===== src/rtl/mstt_pkg.sv =====
`timescale 1ns / 1ps
`default_nettype none
// ----------------------------------------------------------------------------
// mstt_pkg: shared definitions for the periodic task timer
// Widths, opcodes, result kinds and sequencer states used by the channels
// and by the timer core.
// ----------------------------------------------------------------------------
package mstt_pkg;

  localparam int NUM_SLOTS = 8;
  localparam int SLOT_W    = (NUM_SLOTS > 1) ? $clog2(NUM_SLOTS) : 1;

  localparam int FUNC_W    = 3;
  localparam int SLOTF_W   = 3;
  localparam int RATE_W    = 16;
  localparam int FRAMES_W  = 16;
  localparam int KIND_W    = 2;
  localparam int FIRE_W    = 30;
  localparam int SR_W      = 18;
  localparam int PER_W     = 30;
  localparam int ACC_W     = 48;
  localparam int PROD_W    = FRAMES_W + PER_W;
  localparam int CNT_W     = $clog2(ACC_W);

  localparam logic [PER_W-1:0]  NS_PER_SEC = 30'd1000000000;
  localparam logic [FIRE_W-1:0] FIRE_MAX   = {FIRE_W{1'b1}};
  localparam logic [SR_W-1:0]   SR_RESET   = 18'd48000;

  typedef enum logic [FUNC_W-1:0] {
    FN_SCHEDULE  = 3'd0,
    FN_TERMINATE = 3'd1,
    FN_SET_RATE  = 3'd2,
    FN_ADVANCE   = 3'd3,
    FN_SHUTDOWN  = 3'd4
  } func_t;

  typedef enum logic [KIND_W-1:0] {
    KD_GRANT   = 2'd0,
    KD_NO_FREE = 2'd1,
    KD_ACK     = 2'd2,
    KD_FIRE    = 2'd3
  } kind_t;

  typedef enum logic [2:0] {
    ST_IDLE,
    ST_MUL,
    ST_DIV,
    ST_DONE,
    ST_WALK,
    ST_OUT
  } state_t;

  typedef enum logic [1:0] {
    DV_PERIOD,
    DV_ELAPSED,
    DV_FIRE
  } div_op_t;

endpackage
`default_nettype wire


===== src/rtl/mstt_if.sv =====
`timescale 1ns / 1ps
`default_nettype none
// ----------------------------------------------------------------------------
// mstt_if: valid/ready channels of the periodic task timer
// Request channel, result channel and sample rate write channel.
// ----------------------------------------------------------------------------
interface mstt_req_if;
  import mstt_pkg::*;
  logic                valid;
  logic                ready;
  logic [FUNC_W-1:0]   func;
  logic [SLOTF_W-1:0]  slot;
  logic [RATE_W-1:0]   rate_hz;
  logic [FRAMES_W-1:0] frames;

  modport source (output valid, func, slot, rate_hz, frames, input ready);
  modport sink   (input valid, func, slot, rate_hz, frames, output ready);
endinterface

interface mstt_res_if;
  import mstt_pkg::*;
  logic               valid;
  logic               ready;
  kind_t              kind;
  logic [SLOTF_W-1:0] slot_out;
  logic [FIRE_W-1:0]  fire_count;
  logic               last;

  modport source (output valid, kind, slot_out, fire_count, last, input ready);
  modport sink   (input valid, kind, slot_out, fire_count, last, output ready);
endinterface

interface mstt_cfg_if;
  import mstt_pkg::*;
  logic            valid;
  logic            ready;
  logic [SR_W-1:0] data;

  modport source (output valid, data, input ready);
  modport sink   (input valid, data, output ready);
endinterface
`default_nettype wire


===== src/rtl/multi_slot_periodic_task_timer.sv =====
`timescale 1ns / 1ps
`default_nettype none
// ----------------------------------------------------------------------------
// multi_slot_periodic_task_timer: table of periodic task slots
// Schedules, retimes and retires task slots, and on each advance converts
// rendered audio frames to nanoseconds and reports how often each busy slot
// fired. All divisions run on one shared restoring divider.
// ----------------------------------------------------------------------------
//
//  channel  dir  handshake      payload
//  -------  ---  -------------  -------------------------------------------
//  req      in   valid/ready    func, slot, rate_hz, frames
//  res      out  valid/ready    kind, slot_out, fire_count, last
//  cfg      in   valid/ready    data (sample_rate, always ready)
//
//  The divider retires one quotient bit per cycle, 48 bits per division.
//  Set rate and a schedule with a free slot run one division; other codes
//  skip the divider. Advance runs one division plus one per busy slot and
//  skips free slots. One request is in flight at a time.
//  Reset frees all slots and loads sample_rate with 48000; no clearing pass.
//  A result held in the output register stalls the sequencer until taken.
// ----------------------------------------------------------------------------
module multi_slot_periodic_task_timer
  import mstt_pkg::*;
(
  input  wire logic   clk,
  input  wire logic   rst,
  mstt_req_if.sink    req,
  mstt_res_if.source  res,
  mstt_cfg_if.sink    cfg
);

  // sequencer
  state_t state, state_next;

  // configuration
  logic [SR_W-1:0] sample_rate;

  // slot table
  logic [NUM_SLOTS-1:0] busy;
  logic [PER_W-1:0]     period [NUM_SLOTS];
  logic [ACC_W-1:0]     accum  [NUM_SLOTS];

  // latched request
  func_t               func_q;
  logic [FRAMES_W-1:0] frames_q;
  logic [SLOT_W-1:0]   tgt;
  logic                tgt_ok;

  // walk state
  logic [SLOT_W-1:0] idx;
  logic [ACC_W-1:0]  elapsed;

  // shared divider
  div_op_t          div_op;
  logic [ACC_W-1:0] div_quo;
  logic [PER_W-1:0] div_rem;
  logic [PER_W-1:0] div_den;
  logic [CNT_W-1:0] div_cnt;
  logic [PER_W:0]   div_shift;
  logic [PER_W+1:0] div_diff;
  logic             div_fits;

  // staged result and output register
  kind_t              pend_kind;
  logic [SLOTF_W-1:0] pend_slot;
  logic [FIRE_W-1:0]  pend_count;
  logic               pend_last;
  logic               res_valid;
  kind_t              res_kind;
  logic [SLOTF_W-1:0] res_slot;
  logic [FIRE_W-1:0]  res_count;
  logic               res_last;

  // helpers
  logic              accept;
  logic              out_free;
  logic              load_out;
  logic              free_any;
  logic [SLOT_W-1:0] free_idx;
  logic              busy_above;
  logic              slot_in_range;
  logic [PROD_W-1:0] prod;
  func_t             func_in;

  assign func_in       = func_t'(req.func);
  assign req.ready     = (state == ST_IDLE);
  assign accept        = req.valid && req.ready;
  assign out_free      = !res_valid || res.ready;
  assign slot_in_range = (32'(req.slot) < NUM_SLOTS);
  assign free_any      = ~&busy;
  assign cfg.ready     = 1'b1;

  assign res.valid      = res_valid;
  assign res.kind       = res_kind;
  assign res.slot_out   = res_slot;
  assign res.fire_count = res_count;
  assign res.last       = res_last;

  // lowest free slot
  always_comb begin
    free_idx = '0;
    for (int j = NUM_SLOTS - 1; j >= 0; j--) begin
      if (!busy[j]) free_idx = SLOT_W'(j);
    end
  end

  // any busy slot after the one being walked
  always_comb begin
    busy_above = 1'b0;
    for (int j = 0; j < NUM_SLOTS; j++) begin
      if ((SLOT_W'(j) > idx) && busy[j]) busy_above = 1'b1;
    end
  end

  // one restoring step: shift in the next dividend bit, try the subtract
  assign div_shift = {div_rem, div_quo[ACC_W-1]};
  assign div_diff  = {1'b0, div_shift} - {2'b00, div_den};
  assign div_fits  = !div_diff[PER_W+1];

  // frames to nanoseconds, registered into the divider
  assign prod = PROD_W'(frames_q) * PROD_W'(NS_PER_SEC);

  always_ff @(posedge clk) begin
    if (rst) begin
      state <= ST_IDLE;
    end else begin
      state <= state_next;
    end
  end

  always_comb begin
    state_next = state;
    load_out   = 1'b0;
    unique case (state)
      ST_IDLE: begin
        if (accept) begin
          unique case (func_in)
            FN_SCHEDULE: state_next = free_any ? ST_DIV : ST_OUT;
            FN_SET_RATE: state_next = ST_DIV;
            FN_ADVANCE:  state_next = ST_MUL;
            default:     state_next = ST_OUT;
          endcase
        end
      end
      ST_MUL: state_next = ST_DIV;
      ST_DIV: begin
        if (div_cnt == '0) state_next = ST_DONE;
      end
      ST_DONE: begin
        if (div_op == DV_ELAPSED && busy != '0) state_next = ST_WALK;
        else state_next = ST_OUT;
      end
      ST_WALK: begin
        if (busy[idx]) state_next = ST_DIV;
      end
      ST_OUT: begin
        if (out_free) begin
          load_out   = 1'b1;
          state_next = pend_last ? ST_IDLE : ST_WALK;
        end
      end
    endcase
  end

  // control registers
  always_ff @(posedge clk) begin
    if (rst) begin
      sample_rate <= SR_RESET;
      busy        <= '0;
      res_valid   <= 1'b0;
    end else begin
      if (cfg.valid && cfg.ready) sample_rate <= cfg.data;
      if (load_out) res_valid <= 1'b1;
      else if (res.ready) res_valid <= 1'b0;
      if (state == ST_IDLE && accept) begin
        if (func_in == FN_TERMINATE && slot_in_range) busy[SLOT_W'(req.slot)] <= 1'b0;
        if (func_in == FN_SHUTDOWN) busy <= '0;
      end
      if (state == ST_DONE && div_op == DV_PERIOD && func_q == FN_SCHEDULE) begin
        busy[tgt] <= 1'b1;
      end
    end
  end

  // datapath
  always_ff @(posedge clk) begin
    unique case (state)
      ST_IDLE: begin
        if (accept) begin
          // latch the request and preload the period division
          func_q   <= func_in;
          frames_q <= req.frames;
          tgt      <= (func_in == FN_SCHEDULE) ? free_idx : SLOT_W'(req.slot);
          tgt_ok   <= (func_in == FN_SCHEDULE) || slot_in_range;
          div_op   <= DV_PERIOD;
          div_quo  <= ACC_W'(NS_PER_SEC);
          div_den  <= (req.rate_hz == '0) ? PER_W'(1) : PER_W'(req.rate_hz);
          div_rem  <= '0;
          div_cnt  <= CNT_W'(ACC_W - 1);
          // default single-result answer
          pend_count <= '0;
          pend_last  <= 1'b1;
          if (func_in == FN_SCHEDULE) begin
            pend_kind <= KD_NO_FREE;
            pend_slot <= '0;
          end else if (func_in == FN_TERMINATE || func_in == FN_SET_RATE) begin
            pend_kind <= KD_ACK;
            pend_slot <= req.slot;
          end else begin
            pend_kind <= KD_ACK;
            pend_slot <= '0;
          end
        end
      end
      ST_MUL: begin
        div_op  <= DV_ELAPSED;
        div_quo <= ACC_W'(prod);
        div_den <= (sample_rate == '0) ? PER_W'(1) : PER_W'(sample_rate);
        div_rem <= '0;
        div_cnt <= CNT_W'(ACC_W - 1);
      end
      ST_DIV: begin
        div_rem <= div_fits ? div_diff[PER_W-1:0] : div_shift[PER_W-1:0];
        div_quo <= {div_quo[ACC_W-2:0], div_fits};
        div_cnt <= div_cnt - CNT_W'(1);
      end
      ST_DONE: begin
        unique case (div_op)
          DV_PERIOD: begin
            if (tgt_ok) period[tgt] <= div_quo[PER_W-1:0];
            if (func_q == FN_SCHEDULE) begin
              accum[tgt] <= '0;
              pend_kind  <= KD_GRANT;
              pend_slot  <= SLOTF_W'(tgt);
            end
          end
          DV_ELAPSED: begin
            elapsed <= div_quo;
            idx     <= '0;
          end
          DV_FIRE: begin
            // keep the remainder, report the saturated quotient
            accum[idx] <= ACC_W'(div_rem);
            pend_kind  <= KD_FIRE;
            pend_slot  <= SLOTF_W'(idx);
            pend_count <= (|div_quo[ACC_W-1:FIRE_W]) ? FIRE_MAX : div_quo[FIRE_W-1:0];
            pend_last  <= !busy_above;
          end
          default: begin
          end
        endcase
      end
      ST_WALK: begin
        if (busy[idx]) begin
          div_op  <= DV_FIRE;
          div_quo <= accum[idx] + elapsed;
          div_den <= (period[idx] == '0) ? PER_W'(1) : period[idx];
          div_rem <= '0;
          div_cnt <= CNT_W'(ACC_W - 1);
        end else begin
          idx <= idx + SLOT_W'(1);
        end
      end
      ST_OUT: begin
        if (out_free) begin
          res_kind  <= pend_kind;
          res_slot  <= pend_slot;
          res_count <= pend_count;
          res_last  <= pend_last;
          if (!pend_last) idx <= idx + SLOT_W'(1);
        end
      end
    endcase
  end

endmodule
`default_nettype wire

===== src/flat_wrapper.sv =====
// flat-port wrapper written by rule: the top's interface ports become plain ports
module multi_slot_periodic_task_timer_flat import mstt_pkg::*;
  (clk, rst, req_valid, req_func, req_slot, req_rate_hz, req_frames, req_ready, res_valid, res_kind, res_slot_out, res_fire_count, res_last, res_ready, cfg_valid, cfg_data, cfg_ready);
  mstt_req_if req_i ();
  mstt_res_if res_i ();
  mstt_cfg_if cfg_i ();
  input  wire logic clk;
  input  wire logic rst;
  input wire logic [$bits(req_i.valid)-1:0] req_valid;
  input wire logic [$bits(req_i.func)-1:0] req_func;
  input wire logic [$bits(req_i.slot)-1:0] req_slot;
  input wire logic [$bits(req_i.rate_hz)-1:0] req_rate_hz;
  input wire logic [$bits(req_i.frames)-1:0] req_frames;
  output wire logic [$bits(req_i.ready)-1:0] req_ready;
  output wire logic [$bits(res_i.valid)-1:0] res_valid;
  output wire logic [$bits(res_i.kind)-1:0] res_kind;
  output wire logic [$bits(res_i.slot_out)-1:0] res_slot_out;
  output wire logic [$bits(res_i.fire_count)-1:0] res_fire_count;
  output wire logic [$bits(res_i.last)-1:0] res_last;
  input wire logic [$bits(res_i.ready)-1:0] res_ready;
  input wire logic [$bits(cfg_i.valid)-1:0] cfg_valid;
  input wire logic [$bits(cfg_i.data)-1:0] cfg_data;
  output wire logic [$bits(cfg_i.ready)-1:0] cfg_ready;
  assign req_i.valid = req_valid;
  assign req_i.func = req_func;
  assign req_i.slot = req_slot;
  assign req_i.rate_hz = req_rate_hz;
  assign req_i.frames = req_frames;
  assign req_ready = req_i.ready;
  assign res_valid = res_i.valid;
  assign res_kind = res_i.kind;
  assign res_slot_out = res_i.slot_out;
  assign res_fire_count = res_i.fire_count;
  assign res_last = res_i.last;
  assign res_i.ready = res_ready;
  assign cfg_i.valid = cfg_valid;
  assign cfg_i.data = cfg_data;
  assign cfg_ready = cfg_i.ready;
  multi_slot_periodic_task_timer u_core (.clk(clk), .rst(rst), .req(req_i), .res(res_i), .cfg(cfg_i));
endmodule

===== config.mk =====
export PLATFORM = sky130hd
export DESIGN_NAME = multi_slot_periodic_task_timer_flat
export DESIGN_NICKNAME = d
export VERILOG_FILES = /design/src/rtl/mstt_pkg.sv /design/src/rtl/mstt_if.sv /design/src/rtl/multi_slot_periodic_task_timer.sv /design/src/flat_wrapper.sv
export SDC_FILE = /design/constraint.sdc
export NUM_CORES = 1
export LEC_CHECK = 0
export ABC_AREA = 1
export BUFFER_PORTS_ARGS = -buffer_cell sky130_fd_sc_hd__clkbuf_2
export CELL_PAD_IN_SITES_DETAIL_PLACEMENT = 1
export CELL_PAD_IN_SITES_GLOBAL_PLACEMENT = 2
export CORE_UTILIZATION = 41
export CTS_CLUSTER_SIZE = 30
export DETAILED_ROUTE_END_ITERATION = 16
export HOLD_SLACK_MARGIN = 0.08
export MAX_ROUTING_LAYER = met4
export PLACE_DENSITY_LB_ADDON = 0.3
export SETUP_SLACK_MARGIN = 0.1
export SYNTH_ARGS = -nofsm -noshare
export SYNTH_HDL_FRONTEND = slang
export SYNTH_SLANG_ARGS = --single-unit

===== constraint.sdc =====
create_clock -name clk -period 6.5 [get_ports clk]
set_input_delay 0.65 -clock clk [delete_from_list [all_inputs] [get_ports clk]]
set_output_delay 0.65 -clock clk [all_outputs]
set_load 0.1 [all_outputs]

==> results of run 1 <==
[metal layers]
layer	up-vias	global-route usage, %	part of all wire [%]	wire (um)
met4	0	7.36	2.5	3670
met5	-	-	0	0
met3	181	2.97	4.4	6400
li1	15600	-	-	-
met2	715	45.1	48	68600
met1	16800	37.4	45	65400
[sequential cells by signal, summed over array words and instances, names as in the netlist, 3 cells and up, named ones only]
| register | count |
|---|---|
| u_core.accum | 240 |
| u_core.busy | 8 |
| u_core.div_cnt | 6 |
| u_core.div_den | 30 |
| u_core.div_quo | 48 |
| u_core.div_rem | 30 |
| u_core.elapsed | 48 |
| u_core.frames_q | 16 |
| u_core.func_q | 3 |
| u_core.idx | 3 |
| u_core.pend_count | 30 |
| u_core.pend_slot | 3 |
| u_core.period | 240 |
| u_core.res.fire_count | 30 |
| u_core.res.slot_out | 3 |
| u_core.sample_rate | 18 |
| u_core.state | 3 |
| u_core.tgt | 3 |
[final cells by class]
cell class	instances	area share, %
Antenna cell	3	0.0155
Clock buffer	103	4.64
Clock inverter	53	0.967
Inverter	754	5.87
Multi-Input combinational cell	2984	35.8
Sequential cell	774	47.4
Tap cell	1391	3.60
Timing Repair Buffer	138	1.69
[critical path, stage by stage (launching register included)]
cell and delay (ns):
sky130_fd_sc_hd__edfxtp_1 0.56, sky130_fd_sc_hd__fa_1 0.66, sky130_fd_sc_hd__inv_1 0.08, sky130_fd_sc_hd__fa_1 0.53, sky130_fd_sc_hd__inv_1 0.05, sky130_fd_sc_hd__fa_1 0.52
sky130_fd_sc_hd__fa_1 0.44, sky130_fd_sc_hd__fa_1 0.55, sky130_fd_sc_hd__inv_1 0.06, sky130_fd_sc_hd__fa_1 0.53, sky130_fd_sc_hd__inv_1 0.04, sky130_fd_sc_hd__ha_1 0.36
sky130_fd_sc_hd__nand2_1 0.09, sky130_fd_sc_hd__inv_1 0.08, sky130_fd_sc_hd__nand2_1 0.07, sky130_fd_sc_hd__nor3_1 0.45, sky130_fd_sc_hd__nand4_1 0.24, sky130_fd_sc_hd__nand3_1 0.16
sky130_fd_sc_hd__nand2_1 0.06, sky130_fd_sc_hd__nand3_1 0.08, sky130_fd_sc_hd__nand3_1 0.09
[through the flow]
stage                     hold slack (ns)  util, %  setup slack, ns
final                               0.162     46.0            0.543
after global routing                0.146     46.0            0.207
after CTS                           0.123     46.0            0.595
after detailed placement            0.407     43.4            0.605
after global placement              0.405     43.4            0.581
after floorplan                     0.400        -             1.16
[cells by family (layout without fill, tap and decap cells)]
logic type | Yosys count | count (layout) | synth area share (%)
buffers and inverters | 894 | 1048 | 7.95
XOR/XNOR | 25 | 25 | 0.503
AND/OR/NAND/NOR | 1996 | 1996 | 18.9
flip-flops | 774 | 774 | 52.6
AO/OA/AOI/OAI | 615 | 615 | 7.77
other | 1 | 4 | 0.00861
adder cells (fa/ha/maj) | 347 | 347 | 12.2
[layout by cell type, fill, tap and decap left out, drive strengths merged, types with 4 or more instances in the layout]
cell	count
clkbuf	201
dfxtp	33
o22ai	32
or2	16
nand4	44
buf	40
xnor2	12
clkinv	44
fa	130
xor2	13
inv	754
nand3	298
nand3b	18
a21oi	170
nor2	562
bufinv	5
o221ai	11
a21o	7
a31oi	33
a41oi	8
o21ai	313
ha	217
nor3	28
edfxtp	741
o21bai	11
o211ai	16
nor4	19
clkinvlp	4
nand2	1007
[path summary, 6_finish.rpt]
kind / slack [ns] / endpoint / start / cells past startpoint
setup / recovery: 0.54 / u_core.div_quo[32]$_DFFE_PP_ / u_core.frames_q[4]$_DFFE_PP_ / 20
hold / removal: 0.16 / u_core.frames_q[6]$_DFFE_PP_ / req_frames[6] / 1
setup reg to reg: 0.54 / u_core.div_quo[32]$_DFFE_PP_ / u_core.frames_q[4]$_DFFE_PP_ / 20
hold reg to reg: 0.42 / u_core.res.slot_out[2]$_DFFE_PP_ / u_core.pend_slot[2]$_DFFE_PP_ / 0
==> PnR_summary.wiki, run 1 <==
{| class="wikitable"
! Metric !! Value
|-
| Result of the run || finished, final reports clean
|-
| Net count of the mapped netlist || roughly 5,100
|-
| Summed instance area of the synthesized netlist || roughly 44,000 um^2
|-
| Worst-case clock skew || ~0.032 ns
|-
| Initial standard-cell utilization of the core || between 40% and 50%
|-
| Number of enable-type register cells in the synthesized netlist || around 740
|-
| Count of H-tree levels built during CTS || 3
|-
| Top cell types by occurrence after synthesis || sky130_fd_sc_hd__nand2_1 (999), sky130_fd_sc_hd__edfxtp_1 (741), sky130_fd_sc_hd__inv_1 (741)
|-
| Final hold violations || 0
|-
| Count of cells resized by post-cts repair || 0
|-
| Total via count in the routed design || approximately 33,000
|-
| Via-per-instance ratio || 5.36
|-
| Post-route clock period utilization || roughly nine tenths
|-
| Clock buffer depth || 3
|-
| Min Clock Period, post-route || between 5 and 6 ns
|-
| TritonCTS clock tree || built
|-
| Total routed wirelength || about 140,000 um
|-
| Data required time of the critical path || between 6 and 7 ns
|-
| Number of instances in the synthesized netlist || around 4,700
|-
| Clock transition at path regs || roughly 0.07 ns
|-
| Arrival time at the worst endpoint || between 6 and 7 ns
|-
| Number of global-route vias before repair || between 30,000 and 40,000
|-
| Source-to-sink clock delay at the later pin of the worst-skew pair || ~0.68 ns
|-
| Cell area after placement || 45,700 um^2
|-
| Core outline area || around 110,000 um^2
|-
| Detailed router's first-iteration violation count || 2,374
|-
| Residual DRC || 0
|-
| I/O pin total || 100
|-
| Seq/Total Area, Yosys || between 50% and 60%
|-
| Setup-violating endpoint count in the final report || 0
|-
| Number of pins with negative max-slew slack in the final report || 0
|-
| Final layout net count || approximately 5,100
|-
| Cell area after layout || between 40,000 and 50,000 um^2
|-
| Post-layout instance count excluding filler cells || 6,200
|-
| Area delta synth->final || 11.1%
|-
| Die area || between 100,000 and 150,000 um^2
|-
| Placement row count || 119
|-
| Crit path kind || reg -> reg
|-
| Max-slew headroom || about 16%
|-
| All-layer global routing usage || between 20 and 30%
|-
| Number of antenna violations at the first check in global routing || 10
|-
| Die X || roughly 330 um
|-
| Maximum number of pins on one net before global-route repair || ~120
|-
| Gpl congestion || 0.896
|-
| Number of library cell types mapped by synthesis || 54
|-
| Commonest register cell after synthesis || sky130_fd_sc_hd__edfxtp_1
|-
| CP Launch Type || flip-flop
|-
| Main area contributors after synthesis || sky130_fd_sc_hd__edfxtp_1 (51%), sky130_fd_sc_hd__nand2_1 (8.6%), sky130_fd_sc_hd__inv_1 (6.4%)
|-
| Final TNS setup || 0 ns
|-
| Mean cell area of the mapped netlist || 9.36 um^2
|-
| ANT nets after route || 0
|-
| Clk sinks || around 770
|-
| Detailed-placement wirelength estimate || around 100,000 um
|-
| Filler cells || roughly 12,000
|-
| Height of the chip || around 330 um
|-
| Top-count cell post-synth || sky130_fd_sc_hd__nand2_1
|-
| Hold Buf Count CTS || 0
|-
| Post-synthesis sequential element count || between 700 and 800
|-
| Post-CTS setup buffer count || 0
|-
| Area taken by flip-flops and latches || about 23,000 um^2
|-
| Port Buffers || between 90 and 100
|-
| Footprint of the multi-input gates || around 17,000 um^2
|-
| Peak clock frequency supported by timing || approximately 0.17 GHz
|-
| First-pass GRT wire length || roughly 220,000 um
|-
| Max FO, Critical Path || 7
|-
| CTS buffer count || 85
|-
| Post-synth top area share || 51.1%
|-
| Layout cells sized above 1 || about 7%
|-
| Number of instances in the placed design || 6,041
|-
| Critical path capture point type || flip-flop
|-
| Class of the tightest hold or removal check || in -> reg
|-
| Mean routed wirelength per cell || 23.2 um
|-
| Buffer cell driving the clock tree root || sky130_fd_sc_hd__clkbuf_16
|-
| Async set-reset flop share out of synthesis || 0%
|-
| Synth Warn # || 0
|-
| Worst-margin pin slew || 1.26 ns
|-
| DR pass1 iterations || 5
|-
| Global route overflow || 0
|-
| Max-cap check violation count || 0
|-
| Largest area contributor in the synthesized netlist || sky130_fd_sc_hd__edfxtp_1
|-
| RSZ-0062 raised after global routing || false
|}
Power of run 1 is left out: the tool's default activity adds up to more than one toggle a clock period on the data nets, which glitch-free logic cannot reach.
==> run 2: changes to the inputs <==
Settings changed: CORE_ASPECT_RATIO set to 1.75.
==> PnR_summary.wiki, run 2 (synthesized netlist as in run 1, its figures left out) <==
{| class="wikitable"
! Metric !! Value
|-
| Area delta synth->final || 10.7%
|-
| Max-slew headroom || 23.2% (+7.5 points)
|-
| Worst-margin pin slew || 1.15 ns (-0.113 ns)
|-
| Reg-to-reg endpoint || u_core.div_quo[32]$_DFFE_PP_
|-
| All-layer global routing usage || 30.2% (+2.3 points)
|-
| Count of H-tree levels built during CTS || 3 (unchanged)
|-
| Buffer cell driving the clock tree root || sky130_fd_sc_hd__clkbuf_16
|-
| Total via count in the routed design || 33,400 (+0.38%)
|-
| Detailed-placement wirelength estimate || 116,000 um (+11%)
|-
| Most used cell along the critical path || sky130_fd_sc_hd__fa_1
|-
| Reg-to-reg setup timing slack || 0.24 ns (-0.30 ns)
|-
| Cell area after layout || 48,200 um^2 (-0.36%)
|-
| I/O pin total || 100 (unchanged)
|-
| Peak clock frequency supported by timing || 0.160 GHz (-4.8%)
|-
| ANT nets after route || 0 (unchanged)
|-
| Mean routed wirelength per cell || 25.2 um (+8.4%)
|-
| Final hold violations || 0 (unchanged)
|-
| Post-CTS setup buffer count || 0 (unchanged)
|-
| TritonCTS clock tree || built
|-
| Max FO, Critical Path || 6 (-1)
|-
| Die X || 248 um (-24%)
|-
| Placement row count || 157 (+32%)
|-
| Total routed wirelength || 155,000 um (+7.5%)
|-
| Height of the chip || 433 um (+32%)
|-
| Source-to-sink clock delay at the later pin of the worst-skew pair || 0.67 ns (about the same)
|-
| Post-route clock period utilization || 96.3% (+4.6 points)
|-
| Commonest non-fill, non-tap cells in the layout || sky130_fd_sc_hd__nand2_1 (999), sky130_fd_sc_hd__edfxtp_1 (741), sky130_fd_sc_hd__inv_1 (740), sky130_fd_sc_hd__nor2_1 (546), sky130_fd_sc_hd__nand3_1 (297)
|-
| Clock buffer depth || 3 (unchanged)
|-
| FF-to-FF path depth || 20 (unchanged)
|-
| Maximum number of pins on one net before global-route repair || 119 (-2.5%)
|-
| DR pass1 iterations || 5 (unchanged)
|-
| CP peak stage delay || 0.64 ns (-0.02 ns)
|-
| Layout cells sized above 1 || 6.95% (+0.059 points)
|-
| Critical path capture point type || flip-flop
|-
| Clk sinks || 774 (unchanged)
|-
| Data required time of the critical path || 6.90 ns (-0.02 ns)
|-
| Endpoint with the worst hold slack || u_core.frames_q[0]$_DFFE_PP_
|-
| Residual DRC || 0 (unchanged)
|-
| First-pass GRT wire length || 227,000 um (+4.8%)
|-
| CP Launch Type || flip-flop
|-
| Min Clock Period, post-route || 6.26 ns (+0.301 ns)
|-
| Number of pins with negative max-slew slack in the final report || 0 (unchanged)
|-
| Final layout net count || 5,141 (-0.078%)
|-
| Die area || 108,000 um^2 (about the same)
|-
| Filler cells || 12,100 (+1.1%)
|-
| RSZ-0062 raised after global routing || false
|-
| Port Buffers || 98 (unchanged)
|-
| Count of cells resized by post-cts repair || 0 (unchanged)
|-
| Global route overflow || 0 (unchanged)
|-
| Max-cap check violation count || 0 (unchanged)
|-
| Cell area after placement || 45,600 um^2 (about the same)
|-
| Gpl congestion || 0.990 (+10%)
|-
| Launch point of the worst hold path || req_frames[0]
|-
| Worst hold stages || 1 (unchanged)
|-
| Core outline area || 105,000 um^2 (-0.35%)
|-
| Initial standard-cell utilization of the core || 41.5% (+0.15 points)
|-
| Largest registers in the final layout || u_core.accum x240, u_core.period x240
|-
| Number of global-route vias before repair || 35,900 (+4.1%)
|-
| Worst-case clock skew || 0.0254 ns (-0.00695 ns)
|-
| Crit path kind || reg -> reg
|-
| CTS buffer count || 76 (-11%)
|-
| Most common library cell in the layout ignoring fill and taps || sky130_fd_sc_hd__nand2_1
|-
| Hold Buf Count CTS || 0 (unchanged)
|-
| Chain of cells forming the critical path || fa_1, inv_1, fa_1, fa_1, inv_1, fa_1, fa_1, inv_1, fa_1, inv_1, ha_1, nand2_1, inv_1, nand2_1, nor3_1, nand4_1, nand3_1, nand2_1, nand3_1, nand3_1
|-
| Critical R2R Launch || u_core.frames_q[2]$_DFFE_PP_
|-
| Via-per-instance ratio || 5.42 (+1.2%)
|-
| Final TNS setup || 0 ns (unchanged)
|-
| Detailed router's first-iteration violation count || 1,769 (-25%)
|-
| Result of the run || finished, final reports clean
|-
| Arrival time at the worst endpoint || 6.66 ns (+0.28 ns)
|-
| Setup-violating endpoint count in the final report || 0 (unchanged)
|-
| Number of antenna violations at the first check in global routing || 7 (-3)
|-
| Class of the tightest hold or removal check || in -> reg
|-
| Master of the slowest instance on the critical path || sky130_fd_sc_hd__fa_1
|-
| Clock transition at path regs || 0.06 ns (about the same)
|}
-- run 2: cell count changes in the layout (fill, tap and decap cells not counted), moves of 2 or more --
| cell | before | now |
|---|---|---|
| sky130_fd_sc_hd__buf_4 | 38 | 43 |
| sky130_fd_sc_hd__bufinv_16 | 5 | 8 |
| sky130_fd_sc_hd__clkbuf_1 | 15 | 11 |
| sky130_fd_sc_hd__clkbuf_16 | 87 | 79 |
| sky130_fd_sc_hd__clkbuf_8 | 1 | 6 |
| sky130_fd_sc_hd__clkinv_1 | 23 | 13 |
| sky130_fd_sc_hd__clkinv_16 | 2 | 0 |
| sky130_fd_sc_hd__clkinv_2 | 16 | 14 |
| sky130_fd_sc_hd__diode_2 | 3 | 5 |
-- run 2: layout make-up --
cell class | count | area [um^2] | share of cell area [%]
Sequential cell | 774 | 22900 | 47.5
Clock buffer | 96 | 2100 | 4.36
Inverter | 754 | 2840 | 5.89
Antenna cell | 5 | 12.5 | 0.0260
Timing Repair Buffer | 143 | 853 | 1.77
Multi-Input combinational cell | 2984 | 17300 | 36.0
Tap cell | 1351 | 1690 | 3.51
Clock inverter | 43 | 447 | 0.927
-- run 2: worst max path at each step --
| stage | startpoint | endpoint | slack [ns] |
|---|---|---|---|
| after floorplan | u_core.frames_q[7]$_DFFE_PP_ | u_core.div_quo[34]$_DFFE_PP_ | 1.16 |
| after global placement | u_core.frames_q[4]$_DFFE_PP_ | u_core.div_quo[32]$_DFFE_PP_ | 0.36 |
| after CTS | u_core.frames_q[2]$_DFFE_PP_ | u_core.div_quo[32]$_DFFE_PP_ | 0.28 |
| after global routing | u_core.frames_q[5]$_DFFE_PP_ | u_core.div_quo[26]$_DFFE_PP_ | 0.14 |
| after detailed placement | u_core.frames_q[2]$_DFFE_PP_ | u_core.div_quo[32]$_DFFE_PP_ | 0.31 |
| final | u_core.frames_q[2]$_DFFE_PP_ | u_core.div_quo[32]$_DFFE_PP_ | 0.24 |
-- run 2: critical path, delay by kind of cell (launching register included) --
| kind | cells | cell delay (ns) |
|---|---|---|
| flops | 1 | 0.54 |
| simple gates | 8 | 1.55 |
| fa+ha+maj | 7 | 3.57 |
| buf+inv | 5 | 0.31 |
-- run 2: through the flow --
| stage | utilization (%) | setup WS, ns | cells | hold slack, ns |
|---|---|---|---|---|
| floorplan | - | 1.16 | 4652 | 0.400 |
| global placement | 43.5 | 0.359 | 6006 | 0.402 |
| detailed placement | 43.5 | 0.307 | 6006 | 0.406 |
| CTS | 45.9 | 0.275 | 6145 | 0.108 |
| global route | 46.0 | 0.143 | 6150 | 0.143 |
| finish | 46.0 | 0.242 | 6150 | 0.167 |
-- run 2: layer usage --
metal | global-route usage, % | wire length, um | vias up
li1 | - | - | 15600
met1 | 29.6 | 53200 | 16700
met2 | 54.9 | 83300 | 798
met3 | 3.48 | 5980 | 346
met4 | 20.5 | 12400 | 0
met5 | - | 0 | -
Power of run 2 is left out for the same reason.
